--- config.mk ---
export PLATFORM = sky130hd
export DESIGN_NAME = utf8_to_utf16le_transcoder_flat
export DESIGN_NICKNAME = d
export VERILOG_FILES = /design/src/rtl/u8u16_pkg.sv /design/src/rtl/u8u16_in_if.sv /design/src/rtl/u8u16_out_if.sv /design/src/rtl/u8u16_cfg_if.sv /design/src/rtl/u8u16_front.sv /design/src/rtl/u8u16_queue.sv /design/src/rtl/u8u16_back.sv /design/src/rtl/utf8_to_utf16le_transcoder.sv /design/src/flat_wrapper.sv
export SDC_FILE = /design/constraint.sdc
export NUM_CORES = 1
export LEC_CHECK = 0
export ABC_AREA = 1
export BUFFER_PORTS_ARGS = -buffer_cell sky130_fd_sc_hd__buf_2
export CORE_ASPECT_RATIO = 1.75
export CORE_MARGIN = 2
export CORE_UTILIZATION = 55
export CTS_BUF_LIST = sky130_fd_sc_hd__clkbuf_8
export CTS_CLUSTER_DIAMETER = 150
export DETAILED_ROUTE_END_ITERATION = 8
export PLACE_DENSITY = 0.84
export SYNTH_ARGS = -nofsm -noshare
export SYNTH_HDL_FRONTEND = slang
export SYNTH_SLANG_ARGS = --single-unit
--- constraint.sdc ---
create_clock -name clk -period 4.8 [get_ports clk]
set_clock_uncertainty 0.2 [all_clocks]
set_input_delay 1.44 -clock clk [delete_from_list [all_inputs] [get_ports clk]]
set_output_delay 1.44 -clock clk [all_outputs]
set_load 0.005 [all_outputs]
--- src/rtl/u8u16_pkg.sv ---
// shared types and constants for the utf-8 to utf-16le transcoder
// no dependencies
package u8u16_pkg;

  localparam logic [1:0] ST_OK       = 2'd0;
  localparam logic [1:0] ST_BAD_LEAD = 2'd1;
  localparam logic [1:0] ST_TRUNC    = 2'd2;

  localparam int MAX_ITEMS = 4;

  localparam logic [7:0]  BOM_FIRST  = 8'hFF;
  localparam logic [7:0]  BOM_SECOND = 8'hFE;
  localparam logic [15:0] HI_SURR    = 16'hD800;
  localparam logic [15:0] LO_SURR    = 16'hDC00;
  localparam logic [20:0] SUPP_BASE  = 21'h10000;

  typedef struct packed {
    logic [7:0] data;
    logic [1:0] status;
    logic       last;
  } item_t;

  // up to four result items produced by one input byte
  typedef struct packed {
    item_t [MAX_ITEMS-1:0] items;
    logic [1:0]            last_idx;
  } entry_t;

endpackage

--- src/rtl/u8u16_in_if.sv ---
// input byte channel: valid/ready plus one utf-8 byte and end marker
// no dependencies
interface u8u16_in_if;
  logic       valid;
  logic       ready;
  logic [7:0] in_byte;
  logic       last_byte;

  modport source (output valid, in_byte, last_byte, input ready);
  modport sink (input valid, in_byte, last_byte, output ready);
endinterface

--- src/rtl/u8u16_out_if.sv ---
// result channel: valid/ready plus one utf-16le byte, status and end marker
// no dependencies
interface u8u16_out_if;
  logic       valid;
  logic       ready;
  logic [7:0] out_byte;
  logic [1:0] status;
  logic       string_end;

  modport source (output valid, out_byte, status, string_end, input ready);
  modport sink (input valid, out_byte, status, string_end, output ready);
endinterface

--- src/rtl/u8u16_cfg_if.sv ---
// configuration write channel for the emit_bom register
// no dependencies
interface u8u16_cfg_if;
  logic valid;
  logic ready;
  logic data;

  modport source (output valid, data, input ready);
  modport sink (input valid, data, output ready);
endinterface

--- src/rtl/u8u16_front.sv ---
// front end: accepts utf-8 bytes, tracks sequence state, builds result entries
// depends on u8u16_pkg and u8u16_in_if
module u8u16_front (
  input  logic               clk,
  input  logic               rst,
  u8u16_in_if.sink           utf8,
  input  logic               emit_bom,
  input  logic               full,
  output logic               push,
  output u8u16_pkg::entry_t  entry
);

  logic [1:0]  bytes_pending;
  logic [20:0] code_accum;
  logic        at_string_start;
  logic        discarding;

  logic [1:0]  bytes_pending_next;
  logic [20:0] code_accum_next;
  logic        discarding_next;

  logic        accept;
  logic [7:0]  b;
  logic [1:0]  lead_len;
  logic        code_emit;
  logic        bad_emit;
  logic [20:0] cp;
  logic [20:0] cp_off;
  logic [15:0] hi_unit;
  logic [15:0] lo_unit;
  logic [2:0]  n;
  logic [2:0]  n_cap;
  u8u16_pkg::item_t cand [0:7];

  assign accept     = utf8.valid && !full;
  assign utf8.ready = !full;
  assign b          = utf8.in_byte;

  always_comb begin
    priority if (b[5:0] < 6'd32) begin
      lead_len = 2'd1;
    end else if (b[5:0] < 6'd48) begin
      lead_len = 2'd2;
    end else if (b[5:0] < 6'd56) begin
      lead_len = 2'd3;
    end else begin
      lead_len = 2'd0;
    end
  end

  // sequence state
  always_comb begin
    bytes_pending_next = bytes_pending;
    code_accum_next    = code_accum;
    discarding_next    = discarding;
    code_emit          = 1'b0;
    bad_emit           = 1'b0;
    cp                 = '0;
    priority if (discarding) begin
      code_emit = 1'b0;
    end else if (bytes_pending != 2'd0) begin
      code_accum_next    = {code_accum[14:0], b[5:0]};
      bytes_pending_next = bytes_pending - 2'd1;
      code_emit          = (bytes_pending == 2'd1);
      cp                 = code_accum_next;
    end else if (!b[7]) begin
      code_emit = 1'b1;
      cp        = {13'd0, b};
    end else if (lead_len == 2'd0) begin
      bad_emit        = 1'b1;
      discarding_next = 1'b1;
    end else begin
      bytes_pending_next = lead_len;
      unique case (lead_len)
        2'd1:    code_accum_next = {16'd0, b[4:0]};
        2'd2:    code_accum_next = {17'd0, b[3:0]};
        default: code_accum_next = {18'd0, b[2:0]};
      endcase
    end
  end

  assign cp_off  = cp - u8u16_pkg::SUPP_BASE;
  assign hi_unit = {5'd0, cp_off[20:10]} | u8u16_pkg::HI_SURR;
  assign lo_unit = {6'd0, cp_off[9:0]} | u8u16_pkg::LO_SURR;

  // item list for this byte, capped at four
  always_comb begin
    for (int i = 0; i < 8; i++) begin
      cand[i] = '0;
    end
    n = 3'd0;
    if (at_string_start && emit_bom) begin
      cand[0] = '{data: u8u16_pkg::BOM_FIRST, status: u8u16_pkg::ST_OK, last: 1'b0};
      cand[1] = '{data: u8u16_pkg::BOM_SECOND, status: u8u16_pkg::ST_OK, last: 1'b0};
      n = 3'd2;
    end
    if (bad_emit) begin
      cand[n] = '{data: 8'd0, status: u8u16_pkg::ST_BAD_LEAD, last: 1'b1};
      n = n + 3'd1;
    end
    if (code_emit) begin
      if (cp[20:16] == 5'd0) begin
        cand[n]        = '{data: cp[7:0], status: u8u16_pkg::ST_OK, last: 1'b0};
        cand[n + 3'd1] = '{data: cp[15:8], status: u8u16_pkg::ST_OK, last: 1'b0};
        n = n + 3'd2;
      end else begin
        cand[n]        = '{data: hi_unit[7:0], status: u8u16_pkg::ST_OK, last: 1'b0};
        cand[n + 3'd1] = '{data: hi_unit[15:8], status: u8u16_pkg::ST_OK, last: 1'b0};
        cand[n + 3'd2] = '{data: lo_unit[7:0], status: u8u16_pkg::ST_OK, last: 1'b0};
        cand[n + 3'd3] = '{data: lo_unit[15:8], status: u8u16_pkg::ST_OK, last: 1'b0};
        n = n + 3'd4;
      end
    end
    if (utf8.last_byte && !discarding_next && bytes_pending_next != 2'd0) begin
      cand[n] = '{data: 8'd0, status: u8u16_pkg::ST_TRUNC, last: 1'b1};
      n = n + 3'd1;
    end
    n_cap = (n > 3'd4) ? 3'd4 : n;
    entry.last_idx = 2'(n_cap - 3'd1);
    if (utf8.last_byte && n != 3'd0) begin
      cand[{1'b0, entry.last_idx}].last = 1'b1;
    end
    for (int i = 0; i < u8u16_pkg::MAX_ITEMS; i++) begin
      entry.items[i] = cand[i];
    end
  end

  assign push = accept && (n != 3'd0);

  always_ff @(posedge clk) begin
    if (rst) begin
      bytes_pending   <= '0;
      code_accum      <= '0;
      at_string_start <= 1'b1;
      discarding      <= 1'b0;
    end else if (accept) begin
      if (utf8.last_byte) begin
        bytes_pending   <= '0;
        code_accum      <= '0;
        at_string_start <= 1'b1;
        discarding      <= 1'b0;
      end else begin
        bytes_pending   <= bytes_pending_next;
        code_accum      <= code_accum_next;
        at_string_start <= 1'b0;
        discarding      <= discarding_next;
      end
    end
  end

endmodule

--- src/rtl/u8u16_queue.sv ---
// short entry queue between front and back ends
// depends on u8u16_pkg
module u8u16_queue #(
  parameter int DEPTH = 4
) (
  input  logic               clk,
  input  logic               rst,
  input  logic               push,
  input  u8u16_pkg::entry_t  push_entry,
  output logic               full,
  input  logic               pop,
  output logic               not_empty,
  output u8u16_pkg::entry_t  head
);

  localparam int PW = (DEPTH > 1) ? $clog2(DEPTH) : 1;
  localparam int CW = $clog2(DEPTH + 1);

  u8u16_pkg::entry_t mem [DEPTH];
  logic [PW-1:0] wr_ptr;
  logic [PW-1:0] rd_ptr;
  logic [CW-1:0] count;

  assign full      = (count == CW'(DEPTH));
  assign not_empty = (count != '0);
  assign head      = mem[rd_ptr];

  always_ff @(posedge clk) begin
    if (push) begin
      mem[wr_ptr] <= push_entry;
    end
  end

  always_ff @(posedge clk) begin
    if (rst) begin
      wr_ptr <= '0;
      rd_ptr <= '0;
      count  <= '0;
    end else begin
      if (push) begin
        wr_ptr <= (wr_ptr == PW'(DEPTH - 1)) ? '0 : wr_ptr + PW'(1);
      end
      if (pop) begin
        rd_ptr <= (rd_ptr == PW'(DEPTH - 1)) ? '0 : rd_ptr + PW'(1);
      end
      unique case ({push, pop})
        2'b10:   count <= count + CW'(1);
        2'b01:   count <= count - CW'(1);
        default: count <= count;
      endcase
    end
  end

endmodule

--- src/rtl/u8u16_back.sv ---
// back end: walks queued entries and sends one result byte per transfer
// depends on u8u16_pkg and u8u16_out_if
module u8u16_back (
  input  logic               clk,
  input  logic               rst,
  input  logic               not_empty,
  input  u8u16_pkg::entry_t  head,
  output logic               pop,
  u8u16_out_if.source        utf16
);

  logic [1:0]       idx;
  logic             load;
  u8u16_pkg::item_t cur;

  assign load = not_empty && (!utf16.valid || utf16.ready);
  assign cur  = head.items[idx];
  assign pop  = load && (idx == head.last_idx);

  always_ff @(posedge clk) begin
    if (rst) begin
      idx         <= '0;
      utf16.valid <= 1'b0;
    end else begin
      if (load) begin
        idx         <= pop ? 2'd0 : idx + 2'd1;
        utf16.valid <= 1'b1;
      end else if (utf16.ready) begin
        utf16.valid <= 1'b0;
      end
    end
  end

  always_ff @(posedge clk) begin
    if (load) begin
      utf16.out_byte   <= cur.data;
      utf16.status     <= cur.status;
      utf16.string_end <= cur.last;
    end
  end

endmodule

--- src/rtl/utf8_to_utf16le_transcoder.sv ---
// top level of the utf-8 to utf-16le transcoder
// depends on u8u16_pkg, the channel interfaces, u8u16_front, u8u16_queue, u8u16_back
// path: an accepted input byte's entry is written into the entry queue, then its result bytes into the output register
// throughput: one result byte per cycle from the output register while the receiver is ready; an input byte
//   is taken every cycle while the entry queue has room
// reset: synchronous, clears sequence state and queue, sets emit_bom to 1
module utf8_to_utf16le_transcoder #(
  parameter int QUEUE_DEPTH = 4
) (
  input  logic         clk,
  input  logic         rst,
  u8u16_in_if.sink     utf8,
  u8u16_out_if.source  utf16,
  u8u16_cfg_if.sink    cfg
);

  logic              emit_bom;
  logic              push;
  logic              pop;
  logic              full;
  logic              not_empty;
  u8u16_pkg::entry_t push_entry;
  u8u16_pkg::entry_t head;

  assign cfg.ready = 1'b1;

  always_ff @(posedge clk) begin
    if (rst) begin
      emit_bom <= 1'b1;
    end else if (cfg.valid) begin
      emit_bom <= cfg.data;
    end
  end

  u8u16_front u_front (
    .clk      (clk),
    .rst      (rst),
    .utf8     (utf8),
    .emit_bom (emit_bom),
    .full     (full),
    .push     (push),
    .entry    (push_entry)
  );

  u8u16_queue #(
    .DEPTH (QUEUE_DEPTH)
  ) u_queue (
    .clk        (clk),
    .rst        (rst),
    .push       (push),
    .push_entry (push_entry),
    .full       (full),
    .pop        (pop),
    .not_empty  (not_empty),
    .head       (head)
  );

  u8u16_back u_back (
    .clk       (clk),
    .rst       (rst),
    .not_empty (not_empty),
    .head      (head),
    .pop       (pop),
    .utf16     (utf16)
  );

endmodule

--- src/flat_wrapper.sv ---
// flat-port wrapper written by rule: the top's interface ports become plain ports
module utf8_to_utf16le_transcoder_flat 
#(
  parameter int QUEUE_DEPTH = 4
)
  (clk, rst, utf8_valid, utf8_in_byte, utf8_last_byte, utf8_ready, utf16_valid, utf16_out_byte, utf16_status, utf16_string_end, utf16_ready, cfg_valid, cfg_data, cfg_ready);
  u8u16_in_if utf8_i ();
  u8u16_out_if utf16_i ();
  u8u16_cfg_if cfg_i ();
  input  logic clk;
  input  logic rst;
  input wire logic [$bits(utf8_i.valid)-1:0] utf8_valid;
  input wire logic [$bits(utf8_i.in_byte)-1:0] utf8_in_byte;
  input wire logic [$bits(utf8_i.last_byte)-1:0] utf8_last_byte;
  output wire logic [$bits(utf8_i.ready)-1:0] utf8_ready;
  output wire logic [$bits(utf16_i.valid)-1:0] utf16_valid;
  output wire logic [$bits(utf16_i.out_byte)-1:0] utf16_out_byte;
  output wire logic [$bits(utf16_i.status)-1:0] utf16_status;
  output wire logic [$bits(utf16_i.string_end)-1:0] utf16_string_end;
  input wire logic [$bits(utf16_i.ready)-1:0] utf16_ready;
  input wire logic [$bits(cfg_i.valid)-1:0] cfg_valid;
  input wire logic [$bits(cfg_i.data)-1:0] cfg_data;
  output wire logic [$bits(cfg_i.ready)-1:0] cfg_ready;
  assign utf8_i.valid = utf8_valid;
  assign utf8_i.in_byte = utf8_in_byte;
  assign utf8_i.last_byte = utf8_last_byte;
  assign utf8_ready = utf8_i.ready;
  assign utf16_valid = utf16_i.valid;
  assign utf16_out_byte = utf16_i.out_byte;
  assign utf16_status = utf16_i.status;
  assign utf16_string_end = utf16_i.string_end;
  assign utf16_i.ready = utf16_ready;
  assign cfg_i.valid = cfg_valid;
  assign cfg_i.data = cfg_data;
  assign cfg_ready = cfg_i.ready;
  utf8_to_utf16le_transcoder #(.QUEUE_DEPTH(QUEUE_DEPTH)) u_core (.clk(clk), .rst(rst), .utf8(utf8_i), .utf16(utf16_i), .cfg(cfg_i));
endmodule
# [Word level (Yosys, flattened, before mapping)]
# Memory sizes are Yosys's and may differ from the RTL's. A register that Yosys moved wholly into a read port is not among the register bits.
# Cells that the tools add are included.
[totals] register_bits=41 ram_bits=184 out_inout_bits=14 elab_cells=172 memories=1
[memory_table] memory="u_core.u_queue.mem" depth=4 width=46 read_ports=1 rd_ports_with_merged_regs=1 write_ports=1 line="u8u16_queue.sv:19" text="u8u16_pkg::entry_t mem [DEPTH];"
[classes] n_addsub=14 n_lt_le_gt_ge=19 n_eq_ne=11 muxes=72 bitwise=13 reduce_logical=29
[op_table] operator="$bwmux 88" n=7
[op_table] operator="$mux 88" n=5
[op_table] operator="$demux 11 s3" n=7
[op_table] operator="$and 72x72->72" n=2
[op_table] operator="$not 72->72" n=2
[op_table] operator="$mux 11" n=7
[op_table] operator="$mux 15" n=5
[op_table] operator="$mux 21" n=2
[op_table] operator="$or 16x16->16" n=2
[op_table] operator="$mux 2" n=15
[op_table] operator="$ge 4x4->1 const B" n=7
[op_table] operator="$lt 4x1->1 const B" n=7
[op_table] operator="$not 3->4" n=6
[op_table] operator="$bmux 11 s2" n=1
[op_table] operator="$mux 22" n=1
[op_table] operator="$sub 21x17->21 const B" n=1
[op_table] operator="$lt 6x6->1 const B" n=3
[op_table] operator="$logic_and 1x1->1" n=15
[op_table] operator="$mux 1" n=15
[op_table] operator="$add 3x1->3 const B" n=4
[op_table] operator="$mux 3" n=4
[op_table] operator="$pmux 5 s2" n=1
[op_table] operator="$reduce_bool 3->1" n=3
[op_table] operator="$eq 2x2->1 const B" n=4
[op_table] operator="other kinds (21)" n=32

# [Depth between registers and ports, before layout]
[logic_depth] word_depth=25 mapped_depth=20 ltp_nobuf=18

# [Cells and area by module]
# From an unflattened synthesis, not the netlist that was laid out.
[hier_totals] hier_cells=1115 hier_area_um2=10986.8
[by_module_without_submodules] mod="u8u16_queue" n_inst=1 cells_per_inst=506 area_per_inst_um2=7287.0 seq_area_each_um2=5705.5
[by_module_without_submodules] mod="u8u16_front" n_inst=1 cells_per_inst=500 area_per_inst_um2=2816.5 seq_area_each_um2=380.4
[by_module_without_submodules] mod="u8u16_back" n_inst=1 cells_per_inst=101 area_per_inst_um2=824.5 seq_area_each_um2=390.4
[by_module_without_submodules] mod="utf8_to_utf16le_transcoder" n_inst=1 cells_per_inst=8 area_per_inst_um2=58.8 seq_area_each_um2=20.0

# [Worst setup path after synthesis]
# Ideal clock, no wire load.
[synth_path] path_type="input port to flip-flop" from="input port utf8_in_byte[7]" to="memory u_core.u_queue.mem[3][0] (netlist bit), enable pin" arrival_time_ns=4.157 required_time_ns=4.155 path_slack_ns=-0.003 cell_stages=8 path_buffers=0 path_cell_list="nand2_4 -> nand2_4 -> nor2_4 -> inv_4 -> or2_4 -> nand4_4 -> nand2_4 -> nor2_1"
[synth_between] elab_chain_cells=13
[synth_rtl] item="start, declared" line="flat_wrapper.sv:13" text="input wire logic [$bits(utf8_i.in_byte)-1:0] utf8_in_byte;"
[synth_rtl] item="$mux 1" line="u8u16_front.sv:66" text="end else if (!b[7]) begin"
[synth_rtl] item="$mux 1" line="u8u16_front.sv:61" text="end else if (bytes_pending != 2'd0) begin"
[synth_rtl] item="$mux 1" line="u8u16_front.sv:59" text="priority if (discarding) begin"
[synth_rtl] item="$mux 3" line="u8u16_front.sv:97" text="if (bad_emit) begin"
[synth_rtl] item="$add 3x3->3 or $add 3x2->3 (tied branches)" line="u8u16_front.sv:111, u8u16_front.sv:105"
[synth_rtl] item="$mux 3" line="u8u16_front.sv:102" text="if (cp[20:16] == 5'd0) begin"
[synth_rtl] item="$mux 3" line="u8u16_front.sv:101" text="if (code_emit) begin"
[synth_rtl] item="$add 3x1->3" line="u8u16_front.sv:116" text="n = n + 3'd1;"
[synth_rtl] item="$mux 3 *" line="u8u16_front.sv:114" text="if (utf8.last_byte && !discarding_next && bytes_pending_next != 2'd0) begin"
[synth_rtl] item="$reduce_bool 3->1 *" line="u8u16_front.sv:128" text="assign push = accept && (n != 3'd0);"
[synth_rtl] item="$logic_and 1x1->1 *" line="u8u16_front.sv:128"
[synth_rtl] item="$mux 1 *" line="u8u16_queue.sv:29" text="if (push) begin"
[synth_rtl] item="$mux 1 (not written as such) *" line="u8u16_queue.sv:30" text="mem[wr_ptr] <= push_entry;"
[synth_rtl] item="end, declared" line="u8u16_queue.sv:19"
# Every way passes the cells marked *; elsewhere a longest branch is shown, timed or not.

# [Worst setup path after layout]
[layout_path] from="register u_core.u_front.bytes_pending[1]" to="register u_core.u_queue.count[2]"
[layout_between] elab_chain_cells=13
[layout_rtl] item="start, declared" line="u8u16_front.sv:13" text="logic [1:0] bytes_pending;"
[layout_rtl] item="start signal, assigned" line="u8u16_front.sv:143" text="bytes_pending <= bytes_pending_next;"
[layout_rtl] item="$reduce_bool 2->1" line="u8u16_front.sv:61"
[layout_rtl] item="$mux 1" line="u8u16_front.sv:61"
[layout_rtl] item="$mux 1" line="u8u16_front.sv:59"
[layout_rtl] item="$mux 3" line="u8u16_front.sv:97"
[layout_rtl] item="$add 3x3->3 or $add 3x2->3 (tied branches)" line="u8u16_front.sv:111, u8u16_front.sv:105"
[layout_rtl] item="$mux 3" line="u8u16_front.sv:102"
[layout_rtl] item="$mux 3" line="u8u16_front.sv:101"
[layout_rtl] item="$add 3x1->3" line="u8u16_front.sv:116"
[layout_rtl] item="$mux 3 *" line="u8u16_front.sv:114"
[layout_rtl] item="$reduce_bool 3->1 *" line="u8u16_front.sv:128"
[layout_rtl] item="$logic_and 1x1->1 *" line="u8u16_front.sv:128"
[layout_rtl] item="$eq 2x1->1 or $eq 2x2->1 (tied branches)" line="u8u16_queue.sv:46" text="unique case ({push, pop})"
[layout_rtl] item="$pmux 3 s2 or $reduce_bool 2->1 (tied branches)"
[layout_rtl] item="end signal, assigned" line="u8u16_queue.sv:47" text="2'b10: count <= count + CW'(1);"
[layout_rtl] item="end signal, assigned" line="u8u16_queue.sv:48" text="2'b01: count <= count - CW'(1);"
[layout_rtl] item="end signal, assigned" line="u8u16_queue.sv:49" text="default: count <= count;"
[layout_rtl] item="end, declared" line="u8u16_queue.sv:22" text="logic [CW-1:0] count;"
# Marked as above.
# A chain may end at the register's enable or synchronous reset.

==> metrics.log <==
INFO  metric post_dp_cell_area = 11000 sq um
INFO  metric tritoncts = built
INFO  metric dr_total_vias = 8299
INFO  metric reg_to_reg_critical_path_endpoint = u_core.u_queue.count[2]
INFO  metric sink_count_of_the_clock_tree = 219
INFO  metric final_cell_area = 11600 sq um
INFO  metric synth_cell_type_count = 43
INFO  metric die_width = 108 um
INFO  metric area_delta_synth_final = 10.5%
INFO  metric antenna_violating_nets_post_route = 0
INFO  metric clk_latency = 550 ps
INFO  metric first_iter_violations = 719
INFO  metric synth_top_cell_by_area = sky130_fd_sc_hd__edfxtp_1
INFO  metric worstPathMaxFanout = 9
INFO  metric timing_hold_violations_final = 0
INFO  metric htree_num_levels = 1
INFO  metric synth_edf_count = 187
INFO  metric diodes = 0
INFO  metric grt_pass1_vias = 8267
INFO  metric grt_pass1_wl = 43200 um
INFO  metric route.detailed.vias_per_inst = 6.13
INFO  metric drive_above_1_share = 0.117
INFO  metric syn-mean-instance-area = 9.85 sq um
INFO  metric start_kind = register
INFO  metric p_total = 5.84 mW
INFO  metric floorplan.rows = 66
INFO  metric clockBufferDepth = 3
INFO  metric path_delay_family = simple AND/OR/NAND/NOR gates
INFO  metric synth_flop_cell = sky130_fd_sc_hd__edfxtp_1
INFO  metric min_period = 3840 ps
INFO  metric max_stage_delay = 400 ps
INFO  metric buffer_ports.inserted = 27
INFO  metric synthesis.yosys.warnings = 0
INFO  metric layout.nets = 1132
INFO  metric crit_buf_inv = 0
INFO  metric floorplan.io_pins = 29
INFO  metric worstHoldPathCells = 2
INFO  metric die_h = 187 um
INFO  metric replace_congestion = 1.07
INFO  metric critPathArrivalTime = 4070 ps
INFO  metric rrSetupSlack = 960 ps
INFO  metric number_of_iterations_in_the_first_detailed_routing_pass = 5
INFO  metric timing.final.crit_share = 0.800
INFO  metric worst_slew_margin_rel = 0.517
INFO  metric grt_setup_unrepaired = false
INFO  metric worstRegToRegCells = 17
INFO  metric avgRoutedWirePerCell = 20.2 um
INFO  metric critical_path.endpoint_type = register
INFO  metric worst_path_max_delay_cell = sky130_fd_sc_hd__dfxtp_1
INFO  metric netlist_instances = 1064
INFO  metric worst_pin_slew = 725 ps
INFO  metric holdCritPathClass = reg2reg
INFO  metric cts_setup_buffers = 0
INFO  metric initial_util = 0.562
INFO  metric pin_count_of_the_biggest_net_entering_global_routing = 74
INFO  metric criticalPathCategory = reg2reg
INFO  metric min_delay_worst_endpoint = u_core.u_front.code_accum[13]
INFO  metric grt_usage = 0.275
INFO  metric postSynth.asyncResetShare = 0
INFO  metric min_from = u_core.u_front.code_accum[13]
INFO  metric grt_antenna_before_repair = 0
INFO  metric core_region_area = 18700 sq um
INFO  metric critical_path.startpoint = u_core.u_front.bytes_pending[1]
INFO  metric yosys_register_bits = 219
INFO  metric maxCapViolCount = 0
INFO  metric timing.rr.start = u_core.u_front.bytes_pending[1]
INFO  metric gr_ovfl_total = 0
INFO  metric lkg_pwr = 4.33 nW
INFO  metric top_cell_type_s_share_of_synthesized_area = 0.536
INFO  metric yosysSeqAreaShare = 0.597
INFO  metric tritoncts.num_buffers = 29
INFO  metric pwr_cell_area = 504 nW/um^2
INFO  metric max_freq = 0.260 GHz
INFO  metric timing.critical_path.required = 5030 ps
INFO  metric synthesis.area = 10500 sq um
INFO  metric run_status = finished, final reports clean
INFO  metric totalWireLength = 27400 um
INFO  metric ctsHoldBuffers = 0
INFO  metric ranking_of_synthesized_cells_by_area = sky130_fd_sc_hd__edfxtp_1 (54%), sky130_fd_sc_hd__o21ai_0 (6.7%), sky130_fd_sc_hd__nand2_1 (6.2%)
INFO  metric die_area = 20200 sq um
INFO  metric hpwl = 18300 um
INFO  metric peakVddDrop = 0.000344 V
INFO  metric clkTransAtPathRegs = 70 ps
INFO  metric clock_tree.root_cell = sky130_fd_sc_hd__clkbuf_8
INFO  metric report.final.setup_viol = 0
INFO  metric count_of_unresolved_drc_violations_after_routing = 0
INFO  metric timing_max_transition_violations_final = 0
INFO  metric cp_cell_sequence = nor2_4 > nor2_2 > nand2_1 > ha_1 > nand2_1 > nor3_4 > ha_1 > nand2_1 > o21ai_2 > nand4_4 > nand2_4 > ha_1 > fa_1 > a21oi_1 > o21ai_0 > o21ai_0 > a21oi_1
INFO  metric post_cts_resize_count = 0
synthesized netlist by cell type, types with 16 or more instances:
| master | instances |
|---|---|
| sky130_fd_sc_hd__a21oi_1 | 52 |
| sky130_fd_sc_hd__ha_1 | 20 |
| sky130_fd_sc_hd__o21ai_0 | 140 |
| sky130_fd_sc_hd__nand2_1 | 174 |
| sky130_fd_sc_hd__nand3_1 | 48 |
| sky130_fd_sc_hd__nor3_1 | 16 |
| sky130_fd_sc_hd__edfxtp_1 | 187 |
| sky130_fd_sc_hd__o221ai_1 | 31 |
| sky130_fd_sc_hd__clkbuf_1 | 46 |
| sky130_fd_sc_hd__nor2_1 | 135 |
| sky130_fd_sc_hd__inv_1 | 72 |
| sky130_fd_sc_hd__dfxtp_1 | 32 |
worst register-to-register path, stage by stage, from the launching register on:
cell and delay [ps]:
sky130_fd_sc_hd__dfxtp_1 400, sky130_fd_sc_hd__nor2_4 270, sky130_fd_sc_hd__nor2_2 80, sky130_fd_sc_hd__nand2_1 260
sky130_fd_sc_hd__ha_1 260, sky130_fd_sc_hd__nand2_1 100, sky130_fd_sc_hd__nor3_4 190, sky130_fd_sc_hd__ha_1 280
sky130_fd_sc_hd__nand2_1 80, sky130_fd_sc_hd__o21ai_2 90, sky130_fd_sc_hd__nand4_4 190, sky130_fd_sc_hd__nand2_4 130
sky130_fd_sc_hd__ha_1 250, sky130_fd_sc_hd__fa_1 400, sky130_fd_sc_hd__a21oi_1 120, sky130_fd_sc_hd__o21ai_0 130
sky130_fd_sc_hd__o21ai_0 240, sky130_fd_sc_hd__a21oi_1 60
metrics by stage:
stage / TNS (ps) / hold WS, ps / instances / worst slack [ps] / util
floorplan: -492 / 239 / 1071 / -2.82 / -
global placement: 0 / 254 / 1303 / 676 / 0.589
detailed placement: 0 / 266 / 1303 / 538 / 0.589
CTS: 0 / 276 / 1354 / 1030 / 0.621
global route: 0 / 291 / 1354 / 758 / 0.621
finish: 0 / 275 / 1354 / 961 / 0.621
placed cells by master, fill, tap and decap left out, types with 6 or more instances in the layout:
cell type                  count
sky130_fd_sc_hd__o221ai_1     31
sky130_fd_sc_hd__clkbuf_8     31
sky130_fd_sc_hd__conb_1        9
sky130_fd_sc_hd__ha_1         20
sky130_fd_sc_hd__a211oi_1      6
sky130_fd_sc_hd__nand3_1      48
sky130_fd_sc_hd__nor2_1      131
sky130_fd_sc_hd__clkinv_1      8
sky130_fd_sc_hd__a21oi_1      52
sky130_fd_sc_hd__edfxtp_1    187
sky130_fd_sc_hd__o22ai_1      15
sky130_fd_sc_hd__buf_2        27
sky130_fd_sc_hd__o21ai_0     140
sky130_fd_sc_hd__inv_1        74
sky130_fd_sc_hd__nor3_1       16
sky130_fd_sc_hd__a221oi_1      9
sky130_fd_sc_hd__nor2_4        8
sky130_fd_sc_hd__buf_4        21
sky130_fd_sc_hd__nand2_1     174
sky130_fd_sc_hd__o21ai_1       7
sky130_fd_sc_hd__dfxtp_1      31
sky130_fd_sc_hd__clkinv_2      7
sky130_fd_sc_hd__o211ai_1     15
cell families after synthesis:
logic type,synth area share
and+or+nand+nor,0.164
AOI/OAI and AO/OA,0.157
DFF,0.597
buffers and inverters,0.0529
adders and majority gates,0.0258
xor gates and xnor gates,0.00251
other,0.000716
sequential cells by signal, indices dropped and copies added (netlist names), named ones only:
| signal | count |
|---|---|
| u_core.emit_bom | 1 |
| u_core.u_back.idx | 2 |
| u_core.u_back.utf16.out_byte | 8 |
| u_core.u_back.utf16.status | 2 |
| u_core.u_back.utf16.string_end | 1 |
| u_core.u_back.utf16.valid | 1 |
| u_core.u_front.at_string_start | 1 |
| u_core.u_front.bytes_pending | 2 |
| u_core.u_front.code_accum | 15 |
| u_core.u_front.discarding | 1 |
| u_core.u_queue.count | 3 |
| u_core.u_queue.mem | 176 |
| u_core.u_queue.rd_ptr | 2 |
| u_core.u_queue.wr_ptr | 2 |
report_power, final:
part           switching, mW  internal (mW)
Clock                  0.666          0.761
Combinational           1.34          0.574
Sequential            0.0908           2.41
worst max path at each step:
stage / end / slack [ps] / depth (start not counted)
6_report: u_core.u_queue.count[2] / 960 / 17
5_1_grt: u_core.u_queue.count[2] / 760 / 17
4_1_cts: u_core.u_queue.count[2] / 1030 / 17
3_5_place_dp: u_core.u_queue.mem[1][38] / 540 / 14
3_3_place_gp: u_core.u_queue.mem[0][38] / 680 / 14
2_1_floorplan: u_core.u_queue.mem[3][0] / -3 / 8
metal layers:
layer,part of all wire,up-vias,track usage
met3,0.071,108,0.0349
li1,-,3824,-
met4,0.056,0,0.148
met2,0.51,403,0.471
met5,0,-,0
met1,0.36,3964,0.331
final cells by class:
type | count | area, sq um
repair buffers | 53 | 393
fillers | 1540 | 7080
clock buffers | 31 | 427
multi-input cells | 714 | 3740
inverters | 79 | 299
clock inverters | 20 | 171
well taps | 238 | 298
flip-flops and latches | 219 | 6260
(Power assumes the default switching activity.)
